--- config.mk ---
export PLATFORM = sky130hd
export DESIGN_NAME = sha1_hash_engine_unit
export DESIGN_NICKNAME = d
export VERILOG_FILES = /design/src/design/sha1he_pkg.sv /design/src/design/sha1he_ram.sv /design/src/design/sha1he_fifo.sv /design/src/design/sha1he_front.sv /design/src/design/sha1he_core.sv /design/src/design/sha1_hash_engine_unit.sv
export SDC_FILE = /design/constraint.sdc
export NUM_CORES = 2
export LEC_CHECK = 0
export BUFFER_PORTS_ARGS = -buffer_cell sky130_fd_sc_hd__buf_2
export CAP_MARGIN = 20
export CORE_MARGIN = 2
export CORE_UTILIZATION = 55
export CTS_CLUSTER_SIZE = 25
export DETAILED_ROUTE_END_ITERATION = 7
export GPL_ROUTABILITY_DRIVEN = 0
export PLACE_DENSITY_LB_ADDON = 0.05
export SETUP_SLACK_MARGIN = 0.1
export SLEW_MARGIN = 25
export SYNTH_ARGS = -nofsm -noshare
export SYNTH_HDL_FRONTEND = slang
export SYNTH_SLANG_ARGS = --single-unit
--- constraint.sdc ---
create_clock -name clk -period 20.2 [get_ports clk]
set_input_delay 1.01 -clock clk [delete_from_list [all_inputs] [get_ports clk]]
set_output_delay 1.01 -clock clk [all_outputs]
set_load 0.02 [all_outputs]
--- src/design/sha1he_pkg.sv ---
// shared constants and types for the sha-1 hash engine
`default_nettype none
package sha1he_pkg;

  localparam logic [31:0] IV0 = 32'h67452301;
  localparam logic [31:0] IV1 = 32'hEFCDAB89;
  localparam logic [31:0] IV2 = 32'h98BADCFE;
  localparam logic [31:0] IV3 = 32'h10325476;
  localparam logic [31:0] IV4 = 32'hC3D2E1F0;

  localparam logic [31:0] K0 = 32'h5A827999;
  localparam logic [31:0] K1 = 32'h6ED9EBA1;
  localparam logic [31:0] K2 = 32'h8F1BBCDC;
  localparam logic [31:0] K3 = 32'hCA62C1D6;

  localparam logic [7:0] PAD_BYTE = 8'h80;

  localparam int BLK_WORDS  = 16;
  localparam int WORD_IDX_W = 4;
  localparam int BLK_SLOTS  = 2;
  localparam int SLOT_W     = 1;
  localparam int USED_W     = $clog2(BLK_SLOTS + 1);
  localparam int RAM_DEPTH  = BLK_SLOTS * BLK_WORDS;
  localparam int RAM_AW     = SLOT_W + WORD_IDX_W;
  localparam int NUM_ROUNDS = 80;

  typedef struct packed {
    logic              we;
    logic [RAM_AW-1:0] addr;
    logic [31:0]       data;
  } ram_wr_t;

  typedef struct packed {
    logic final_blk;
  } blk_desc_t;

endpackage
`default_nettype wire

--- src/design/sha1he_ram.sv ---
// generic single write port, single registered read port ram
`default_nettype none
module sha1he_ram #(
  parameter int WIDTH = 32,
  parameter int DEPTH = 32
) (
  input  wire logic                     clk,
  input  wire logic                     we,
  input  wire logic [$clog2(DEPTH)-1:0] waddr,
  input  wire logic [WIDTH-1:0]         wdata,
  input  wire logic [$clog2(DEPTH)-1:0] raddr,
  output logic      [WIDTH-1:0]         rdata
);

  logic [WIDTH-1:0] mem [DEPTH];

  always_ff @(posedge clk) begin
    if (we) begin
      mem[waddr] <= wdata;
    end
    rdata <= mem[raddr];
  end

endmodule
`default_nettype wire

--- src/design/sha1he_fifo.sv ---
// small register fifo for block descriptors between front and core
`default_nettype none
module sha1he_fifo #(
  parameter int WIDTH = 1,
  parameter int DEPTH = 2
) (
  input  wire logic             clk,
  input  wire logic             rst,
  input  wire logic             push,
  input  wire logic [WIDTH-1:0] din,
  input  wire logic             pop,
  output logic      [WIDTH-1:0] dout,
  output logic                  empty,
  output logic                  full
);

  localparam int PTR_W = $clog2(DEPTH);
  localparam int CNT_W = $clog2(DEPTH + 1);

  logic [WIDTH-1:0] mem [DEPTH];
  logic [PTR_W-1:0] wptr;
  logic [PTR_W-1:0] rptr;
  logic [CNT_W-1:0] count;

  assign empty = (count == '0);
  assign full  = (count == CNT_W'(DEPTH));
  assign dout  = mem[rptr];

  always_ff @(posedge clk) begin
    if (push) begin
      mem[wptr] <= din;
    end
  end

  always_ff @(posedge clk) begin
    if (rst) begin
      wptr  <= '0;
      rptr  <= '0;
      count <= '0;
    end else begin
      if (push) begin
        wptr <= (wptr == PTR_W'(DEPTH - 1)) ? '0 : wptr + PTR_W'(1);
      end
      if (pop) begin
        rptr <= (rptr == PTR_W'(DEPTH - 1)) ? '0 : rptr + PTR_W'(1);
      end
      case ({push, pop})
        2'b10:   count <= count + CNT_W'(1);
        2'b01:   count <= count - CNT_W'(1);
        default: count <= count;
      endcase
    end
  end

  a_no_overflow: assert property (@(posedge clk) disable iff (rst)
    push |-> (!full || pop))
    else $error("descriptor fifo overflow");

endmodule
`default_nettype wire

--- src/design/sha1he_front.sv ---
// front end: byte packing, byte count, padding and block buffer writes
`default_nettype none
module sha1he_front (
  input  wire logic                  clk,
  input  wire logic                  rst,
  input  wire logic                  push,
  input  wire logic [7:0]            data_byte,
  input  wire logic                  byte_present,
  input  wire logic                  last,
  output logic                       full,
  input  wire logic                  desc_full,
  input  wire logic                  blk_done,
  output logic                       desc_push,
  output sha1he_pkg::blk_desc_t      desc,
  output sha1he_pkg::ram_wr_t        wr
);
  import sha1he_pkg::*;

  localparam logic ST_DATA = 1'b0;
  localparam logic ST_PAD  = 1'b1;

  logic                  state;
  logic [63:0]           byte_cnt;
  logic [23:0]           acc;
  logic [SLOT_W-1:0]     slot;
  logic [USED_W-1:0]     used;
  logic [USED_W-1:0]     used_next;
  logic [WORD_IDX_W-1:0] pidx;
  logic                  first;
  logic                  lenblk;
  logic [63:0]           len;

  logic                  slot_free;
  logic                  accept;
  logic                  take_byte;
  logic [63:0]           cnt_inc;
  logic [63:0]           n;
  logic                  data_wr;
  logic                  data_blk;
  logic                  pad_go;
  logic                  pad_end;
  logic [31:0]           pad_word;
  logic [31:0]           pad_data;

  assign slot_free = (used < USED_W'(BLK_SLOTS));
  assign full      = (state != ST_DATA) || !slot_free || desc_full;
  assign accept    = push && !full;
  assign take_byte = accept && byte_present;
  assign cnt_inc   = byte_cnt + 64'd1;
  assign n         = take_byte ? cnt_inc : byte_cnt;
  assign data_wr   = take_byte && (byte_cnt[1:0] == 2'd3);
  assign data_blk  = take_byte && (byte_cnt[5:0] == 6'd63);
  assign pad_go    = (state == ST_PAD) && slot_free && !desc_full;
  assign pad_end   = pad_go && (pidx == 4'd15);

  // first pad word: held message bytes, then the pad byte, then any zeros that fill the word
  always_comb begin
    case (byte_cnt[1:0])
      2'd0:    pad_word = {PAD_BYTE, 24'h0};
      2'd1:    pad_word = {acc[7:0], PAD_BYTE, 16'h0};
      2'd2:    pad_word = {acc[15:0], PAD_BYTE, 8'h0};
      default: pad_word = {acc, PAD_BYTE};
    endcase
  end

  always_comb begin
    if (first) begin
      pad_data = pad_word;
    end else if (lenblk && (pidx == 4'd14)) begin
      pad_data = len[63:32];
    end else if (lenblk && (pidx == 4'd15)) begin
      pad_data = len[31:0];
    end else begin
      pad_data = 32'h0;
    end
  end

  always_comb begin
    wr.we = data_wr || pad_go;
    if (state == ST_PAD) begin
      wr.addr = {slot, pidx};
      wr.data = pad_data;
    end else begin
      wr.addr = {slot, byte_cnt[5:2]};
      wr.data = {acc, data_byte};
    end
  end

  assign desc_push      = data_blk || pad_end;
  assign desc.final_blk = (state == ST_PAD) && lenblk;

  always_comb begin
    case ({desc_push, blk_done})
      2'b10:   used_next = used + USED_W'(1);
      2'b01:   used_next = used - USED_W'(1);
      default: used_next = used;
    endcase
  end

  always_ff @(posedge clk) begin
    if (take_byte) begin
      acc <= {acc[15:0], data_byte};
    end
    if (accept && last) begin
      len <= {n[60:0], 3'b000};
    end
  end

  always_ff @(posedge clk) begin
    if (rst) begin
      state    <= ST_DATA;
      byte_cnt <= '0;
      slot     <= '0;
      used     <= '0;
      pidx     <= '0;
      first    <= 1'b0;
      lenblk   <= 1'b0;
    end else begin
      used <= used_next;
      if (desc_push) begin
        slot <= slot + SLOT_W'(1);
      end
      case (state)
        ST_DATA: begin
          if (take_byte) begin
            byte_cnt <= cnt_inc;
          end
          if (accept && last) begin
            state  <= ST_PAD;
            pidx   <= n[5:2];
            first  <= 1'b1;
            lenblk <= (n[5:2] < 4'd14);
          end
        end
        ST_PAD: begin
          if (pad_go) begin
            first <= 1'b0;
            pidx  <= pidx + 4'd1;
            if (pidx == 4'd15) begin
              if (lenblk) begin
                state    <= ST_DATA;
                byte_cnt <= '0;
              end else begin
                lenblk <= 1'b1;
              end
            end
          end
        end
        default: state <= ST_DATA;
      endcase
    end
  end

  a_used_bound: assert property (@(posedge clk) disable iff (rst)
    used <= USED_W'(BLK_SLOTS))
    else $error("more blocks in flight than buffer slots");

  a_wr_free_slot: assert property (@(posedge clk) disable iff (rst)
    wr.we |-> (used < USED_W'(BLK_SLOTS)))
    else $error("block buffer write into a busy slot");

endmodule
`default_nettype wire

--- src/design/sha1he_core.sv ---
// back end: 80-round compression, chaining words and digest register
`default_nettype none
module sha1he_core (
  input  wire logic                      clk,
  input  wire logic                      rst,
  input  wire logic                      desc_empty,
  input  wire sha1he_pkg::blk_desc_t     desc,
  output logic                           desc_pop,
  output logic [sha1he_pkg::RAM_AW-1:0]  rd_addr,
  input  wire logic [31:0]               rd_data,
  output logic                           blk_done,
  input  wire logic                      pop,
  output logic                           empty,
  output logic [31:0]                    digest_word0,
  output logic [31:0]                    digest_word1,
  output logic [31:0]                    digest_word2,
  output logic [31:0]                    digest_word3,
  output logic [31:0]                    digest_word4
);
  import sha1he_pkg::*;

  localparam logic [2:0] ST_IDLE  = 3'd0;
  localparam logic [2:0] ST_LOAD  = 3'd1;
  localparam logic [2:0] ST_ROUND = 3'd2;
  localparam logic [2:0] ST_ADD   = 3'd3;
  localparam logic [2:0] ST_FIN   = 3'd4;

  logic [2:0]        state;
  logic [SLOT_W-1:0] rslot;
  logic              final_blk;
  logic [6:0]        t;
  logic [31:0]       a, b, c, d, e;
  logic [31:0]       h [5];
  logic [31:0]       w [BLK_WORDS];
  logic              out_valid;

  logic              out_free;
  logic [31:0]       wx;
  logic [31:0]       wnext;
  logic [31:0]       f;
  logic [31:0]       k;
  logic [31:0]       tmp;

  assign desc_pop = (state == ST_IDLE) && !desc_empty;
  assign blk_done = (state == ST_ADD);
  assign out_free = !out_valid || pop;
  assign empty    = !out_valid;
  assign rd_addr  = (state == ST_ROUND) ? {rslot, t[3:0] + 4'd1} : {rslot, 4'd0};

  assign wx    = w[13] ^ w[8] ^ w[2] ^ w[0];
  assign wnext = (t < 7'd16) ? rd_data : {wx[30:0], wx[31]};

  always_comb begin
    if (t < 7'd20) begin
      f = (b & c) | (~b & d);
      k = K0;
    end else if (t < 7'd40) begin
      f = b ^ c ^ d;
      k = K1;
    end else if (t < 7'd60) begin
      f = (b & c) | (b & d) | (c & d);
      k = K2;
    end else begin
      f = b ^ c ^ d;
      k = K3;
    end
  end

  assign tmp = {a[26:0], a[31:27]} + f + e + k + wnext;

  always_ff @(posedge clk) begin
    if (state == ST_ROUND) begin
      for (int i = 0; i < BLK_WORDS - 1; i++) begin
        w[i] <= w[i + 1];
      end
      w[BLK_WORDS - 1] <= wnext;
      a <= tmp;
      b <= a;
      c <= {b[1:0], b[31:2]};
      d <= c;
      e <= d;
    end else if (state == ST_LOAD) begin
      a <= h[0];
      b <= h[1];
      c <= h[2];
      d <= h[3];
      e <= h[4];
    end
    if ((state == ST_FIN) && out_free) begin
      digest_word0 <= h[0];
      digest_word1 <= h[1];
      digest_word2 <= h[2];
      digest_word3 <= h[3];
      digest_word4 <= h[4];
    end
    if ((state == ST_IDLE) && desc_pop) begin
      final_blk <= desc.final_blk;
    end
  end

  always_ff @(posedge clk) begin
    if (rst) begin
      state     <= ST_IDLE;
      rslot     <= '0;
      t         <= '0;
      out_valid <= 1'b0;
      h[0]      <= IV0;
      h[1]      <= IV1;
      h[2]      <= IV2;
      h[3]      <= IV3;
      h[4]      <= IV4;
    end else begin
      if (pop && out_valid) begin
        out_valid <= 1'b0;
      end
      case (state)
        ST_IDLE: begin
          if (desc_pop) begin
            state <= ST_LOAD;
          end
        end
        ST_LOAD: begin
          t     <= '0;
          state <= ST_ROUND;
        end
        ST_ROUND: begin
          t <= t + 7'd1;
          if (t == 7'(NUM_ROUNDS - 1)) begin
            state <= ST_ADD;
          end
        end
        ST_ADD: begin
          h[0]  <= h[0] + a;
          h[1]  <= h[1] + b;
          h[2]  <= h[2] + c;
          h[3]  <= h[3] + d;
          h[4]  <= h[4] + e;
          rslot <= rslot + SLOT_W'(1);
          state <= final_blk ? ST_FIN : ST_IDLE;
        end
        ST_FIN: begin
          if (out_free) begin
            out_valid <= 1'b1;
            h[0]      <= IV0;
            h[1]      <= IV1;
            h[2]      <= IV2;
            h[3]      <= IV3;
            h[4]      <= IV4;
            state     <= ST_IDLE;
          end
        end
        default: state <= ST_IDLE;
      endcase
    end
  end

  a_full_rounds: assert property (@(posedge clk) disable iff (rst)
    (state == ST_ADD) |-> (t == 7'(NUM_ROUNDS)))
    else $error("block finished without all rounds");

  a_chain_restart: assert property (@(posedge clk) disable iff (rst)
    ((state == ST_FIN) && out_free) |=> (out_valid && (h[0] == IV0) && (h[4] == IV4)))
    else $error("digest not posted or chain not restarted");

endmodule
`default_nettype wire

--- src/design/sha1_hash_engine_unit.sv ---
// top level of the streaming sha-1 hash engine
//
//   channel   dir  handshake          payload
//   request   in   push / full        data_byte, byte_present, last
//   digest    out  empty / pop        digest_word0 .. digest_word4
//
// request side takes one byte per cycle while a block buffer slot is free
// compression runs each 64-byte block through the core load, round loop and add states,
// with two buffer slots, so one block can be written while another is hashed
// a last request blocks the request side while its padding words are written,
// longer while no buffer slot is free
// digest is posted after the final padding block has passed the core load, round and add states
// reset is synchronous, no memory clearing pass; a waiting digest stalls the core
`default_nettype none
module sha1_hash_engine_unit (
  input  wire logic        clk,
  input  wire logic        rst,
  input  wire logic        push,
  output logic             full,
  input  wire logic [7:0]  data_byte,
  input  wire logic        byte_present,
  input  wire logic        last,
  input  wire logic        pop,
  output logic             empty,
  output logic [31:0]      digest_word0,
  output logic [31:0]      digest_word1,
  output logic [31:0]      digest_word2,
  output logic [31:0]      digest_word3,
  output logic [31:0]      digest_word4
);
  import sha1he_pkg::*;

  ram_wr_t                       wr;
  blk_desc_t                     desc_in;
  blk_desc_t                     desc_out;
  logic [$bits(blk_desc_t)-1:0]  fifo_dout;
  logic                          desc_push;
  logic                          desc_pop;
  logic                          desc_empty;
  logic                          desc_full;
  logic                          blk_done;
  logic [RAM_AW-1:0]             rd_addr;
  logic [31:0]                   rd_data;

  assign desc_out = blk_desc_t'(fifo_dout);

  sha1he_front u_front (
    .clk          (clk),
    .rst          (rst),
    .push         (push),
    .data_byte    (data_byte),
    .byte_present (byte_present),
    .last         (last),
    .full         (full),
    .desc_full    (desc_full),
    .blk_done     (blk_done),
    .desc_push    (desc_push),
    .desc         (desc_in),
    .wr           (wr)
  );

  sha1he_ram #(
    .WIDTH (32),
    .DEPTH (RAM_DEPTH)
  ) u_blk_ram (
    .clk   (clk),
    .we    (wr.we),
    .waddr (wr.addr),
    .wdata (wr.data),
    .raddr (rd_addr),
    .rdata (rd_data)
  );

  sha1he_fifo #(
    .WIDTH ($bits(blk_desc_t)),
    .DEPTH (BLK_SLOTS)
  ) u_desc_fifo (
    .clk   (clk),
    .rst   (rst),
    .push  (desc_push),
    .din   (desc_in),
    .pop   (desc_pop),
    .dout  (fifo_dout),
    .empty (desc_empty),
    .full  (desc_full)
  );

  sha1he_core u_core (
    .clk          (clk),
    .rst          (rst),
    .desc_empty   (desc_empty),
    .desc         (desc_out),
    .desc_pop     (desc_pop),
    .rd_addr      (rd_addr),
    .rd_data      (rd_data),
    .blk_done     (blk_done),
    .pop          (pop),
    .empty        (empty),
    .digest_word0 (digest_word0),
    .digest_word1 (digest_word1),
    .digest_word2 (digest_word2),
    .digest_word3 (digest_word3),
    .digest_word4 (digest_word4)
  );

endmodule
`default_nettype wire
==> results.md <==
- Mapped cell area: 94500 sq um
- Worst setup path end: u_core.a[31]$_DFFE_PP_
- Max Cap Viol: 0
- Largest family of logic cells by synthesized area: compound AO/OA/AOI/OAI gates
- XOR/XNOR Fraction of Synth Area: just under 3%
- Layout Nets: 6755
- Reg-to-Reg End: u_core.a[31]$_DFFE_PP_
- Clk slew on worst S/H paths: ~0.060 ns
- Synth Area in Compound Gates: 8.38%
- Pin count of the biggest net entering global routing: ~190
- CP max stage cell: a41oi_1
- Max_slew headroom: 22.1%
- R2r startpoint: u_core.t[4]$_SDFFE_PP0P_
- Setup_tns: 0 ns
- Worst setup path startpoint: u_core.t[4]$_SDFFE_PP0P_
- Die width: 418 um
- Maximum vdd drop: 0.0885 mV
- Share of cells above drive strength 1: 14.6%
- Power per cell area: about 90 nW/um^2
- Clock tree sinks: around 2200
- Iteration-0 DRC Markers: about 5500
- Worst-path fanout max: 37
- H-tree levels: 4
- Commonest cells post-synth: edfxtp_1, nand2_1, o21ai_0
- First-pass detailed-route iteration total: 6
- Post-Syn Area per Cell: 15.3 sq um
- Worst path max stage delay: 0.72 ns
- DRC Markers: 0
- Primary FF master, synth: edfxtp_1
- Count of final hold-check violations: 0
- EDFF count, synth: between 2000 and 2500
- Die Area: 175000 sq um
- R2r worst-path depth: 23
- GRT Util Overall: 27.2%
- Library cells used by synthesis: 102
- Most frequent CP cell: fa_1
- Clock buffer depth: 3
- Crit path arrival time: ~7.5 ns
- Initial core utilization: 55.2%
- Crit. End Element: flop
- Cts repair resizes: 0
- Min Tclk post-route: 6.88 ns
- GRT Residual Overflow: 0
- Simple-Gate Fraction of Synth Area: 6.29%
- Area growth from synthesis to layout: 11.9%
- Crit path kind: reg2reg
- Io pins: about 180
- CTS Buf Count: 221
- Initial antenna violation count: 2
- Total number of yosys warnings: 0
- Post-Route WL: 237000 um
- Number of global-route vias before repair: roughly 52000
- Worst EP required: roughly 21 ns
- Mean routed wirelength per cell: roughly 27 um
- Outcome: complete, no violations
- Post-synth top area cell: edfxtp_1
- First-pass GRT wire length: approximately 350000 um
- Critical path cell sequence: a41oi_1 -> nand2_1 -> buf_4 -> nand2_1 -> buf_4 -> nor2_1 -> nor2_1 -> fa_1 -> fa_1 -> inv_1 -> fa_1 -> inv_1 -> ha_1 -> nor2b_1 -> o31a_1 -> o311ai_1 -> o31ai_1 -> o21a_1 -> a21boi_1 -> a21boi_1 -> a31oi_1 -> xnor2_1 -> o21ai_1
- Clock Tree Root: clkbuf_16
- ANT nets after route: 0
- Tcrit/Tclk final: 34.1%
- Skew final: 0.0436 ns
- Count leader, synth: edfxtp_1
- Post-Syn Instances: 6160
- Leak: 0.0355 uW
- Placed cells: 8397
- #FFs+latches synth: approximately 2200
- Endpoints failing setup: 0
- Worst slew pin tran: 1.16 ns
- Synth area leaders: edfxtp_1, mux4_2, ha_1
- Mux contribution to synthesized area: 5.20%
- Total Power: about 9500 uW
- Post-Synth Adder-Cell Area: 5.66%
- Rows: 152
- Fillers: 12669
- Post-synth top area share: between 60% and 70%
- Ys async rst share: 0%
- Latest clock arrival within the worst-skew pair: 0.86 ns
- Slew Viols, Final: 0
- Sequential share of the synthesized area: 69.4%
- Vias: 53631
- Hold WC Path Type: in2reg
- Non-Filler Instances: 8820
- Unrepaired setup endpoints after global routing: no
- Dpl hpwl: ~150000 um
- CTS Hold Bufs: 0
- Setup slack, reg-to-reg: 13.32 ns
- Drt via density: roughly 6.1
- CTS tree: done
- Startpoint Class: flop
- Syn Nets: between 6000 and 7000
- Core Area: between 150000 and 200000 sq um
- Maximum clock frequency: around 0.15 GHz
- Die Height: 418 um
- Post-CTS setup buffers: 0
- # port buffers: 175
## power by group
| part | switching (uW) | internal (uW) |
|---|---|---|
| clock | 1770 | 2380 |
| combinational | 207 | 96.1 |
| sequential | 21.0 | 5050 |
| total | 1990 | 7530 |
## kinds of logic (layout without fill, tap and decap cells)
family,count (synthesis),in the layout
other,0,4
buffers and inverters,509,932
muxes,246,246
DFF,2223,2223
adders and majority gates,353,353
AOI/OAI and AO/OA,1207,1207
and+or+nand+nor,1304,1304
xor gates and xnor gates,318,318
## registers in the layout (all words and copies together), names as in the netlist, 2 cells and up
name / cells
u_blk_ram.mem: 1024
u_blk_ram.rdata: 32
u_core.a: 32
u_core.b: 32
u_core.c: 32
u_core.d: 32
u_core.digest_word0: 32
u_core.digest_word1: 32
u_core.digest_word2: 32
u_core.digest_word3: 32
u_core.digest_word4: 32
u_core.e: 32
u_core.h: 160
u_core.state: 3
u_core.t: 7
u_core.w: 512
u_desc_fifo.count: 2
u_desc_fifo.mem: 2
u_front.acc: 24
u_front.byte_cnt: 61
u_front.len: 61
u_front.pidx: 4
u_front.used: 2
## worst min path at each step
stage                                    startpoint                        end  slack (ns)  cells past startpoint
after floorplan           u_core.w[0][32]$_DFFE_PP_   u_core.w[0][0]$_DFFE_PP_        0.40                      0
after global placement    u_core.w[7][17]$_DFFE_PP_  u_core.w[6][49]$_DFFE_PP_        0.40                      0
after detailed placement  u_core.w[0][62]$_DFFE_PP_  u_core.w[0][30]$_DFFE_PP_        0.40                      0
after CTS                              data_byte[7]   u_front.acc[7]$_DFFE_PP_        0.31                      1
after global routing                   data_byte[7]   u_front.acc[7]$_DFFE_PP_        0.34                      1
final                                  data_byte[7]   u_front.acc[7]$_DFFE_PP_        0.38                      1
## critical path, delay by kind of cell, from the launching register on
kind | cells | cell delay (ns)
AOI/OAI and AO/OA | 9 | 2.78
xor gates and xnor gates | 1 | 0.14
adders and majority gates | 4 | 1.88
buffers and inverters | 4 | 0.76
DFF | 1 | 0.42
and+or+nand+nor | 5 | 0.64
## cell usage in the layout, fill, tap and decap left out, types with 95 or more instances in the layout
master and instances:
edfxtp_1 2104, nand2_1 619, o21ai_0 343, nor2_1 261, inv_1 236, ha_1 229, clkbuf_16 224, xnor2_1 213
mux4_2 192, buf_2 175, a21oi_1 155, o22ai_1 133, o221ai_1 132, fa_1 124, dfxtp_1 116, xor2_1 105
buf_4 95
## final cells by class
class	count	area (sq um)	area share (%)
clock inverter	114	1270	1.20
antenna	4	10.0	0.00946
inverter	239	910	0.860
multi-input combinational	3428	27400	25.9
timing repair buffer	275	1700	1.60
clock buffer	304	6140	5.80
tap	2233	2790	2.64
sequential	2223	65600	62.0
## through the flow
stage	setup WS [ns]	instance area [sq um]	util, %	hold WS (ns)
after floorplan	4.21	94500	-	0.400
after global placement	13.44	98300	57.4	0.400
after detailed placement	13.28	98300	57.4	0.405
after CTS	13.28	106000	61.8	0.308
after global routing	12.83	106000	61.8	0.343
final	13.32	106000	61.8	0.377
## metal layers
layer  wire (um)  GRT usage, %
met2      112000          43.3
met5           0             0
met1      103000          39.3
met3       14600          3.70
met4        7290          8.36
Power figures use the tool's default switching activity.
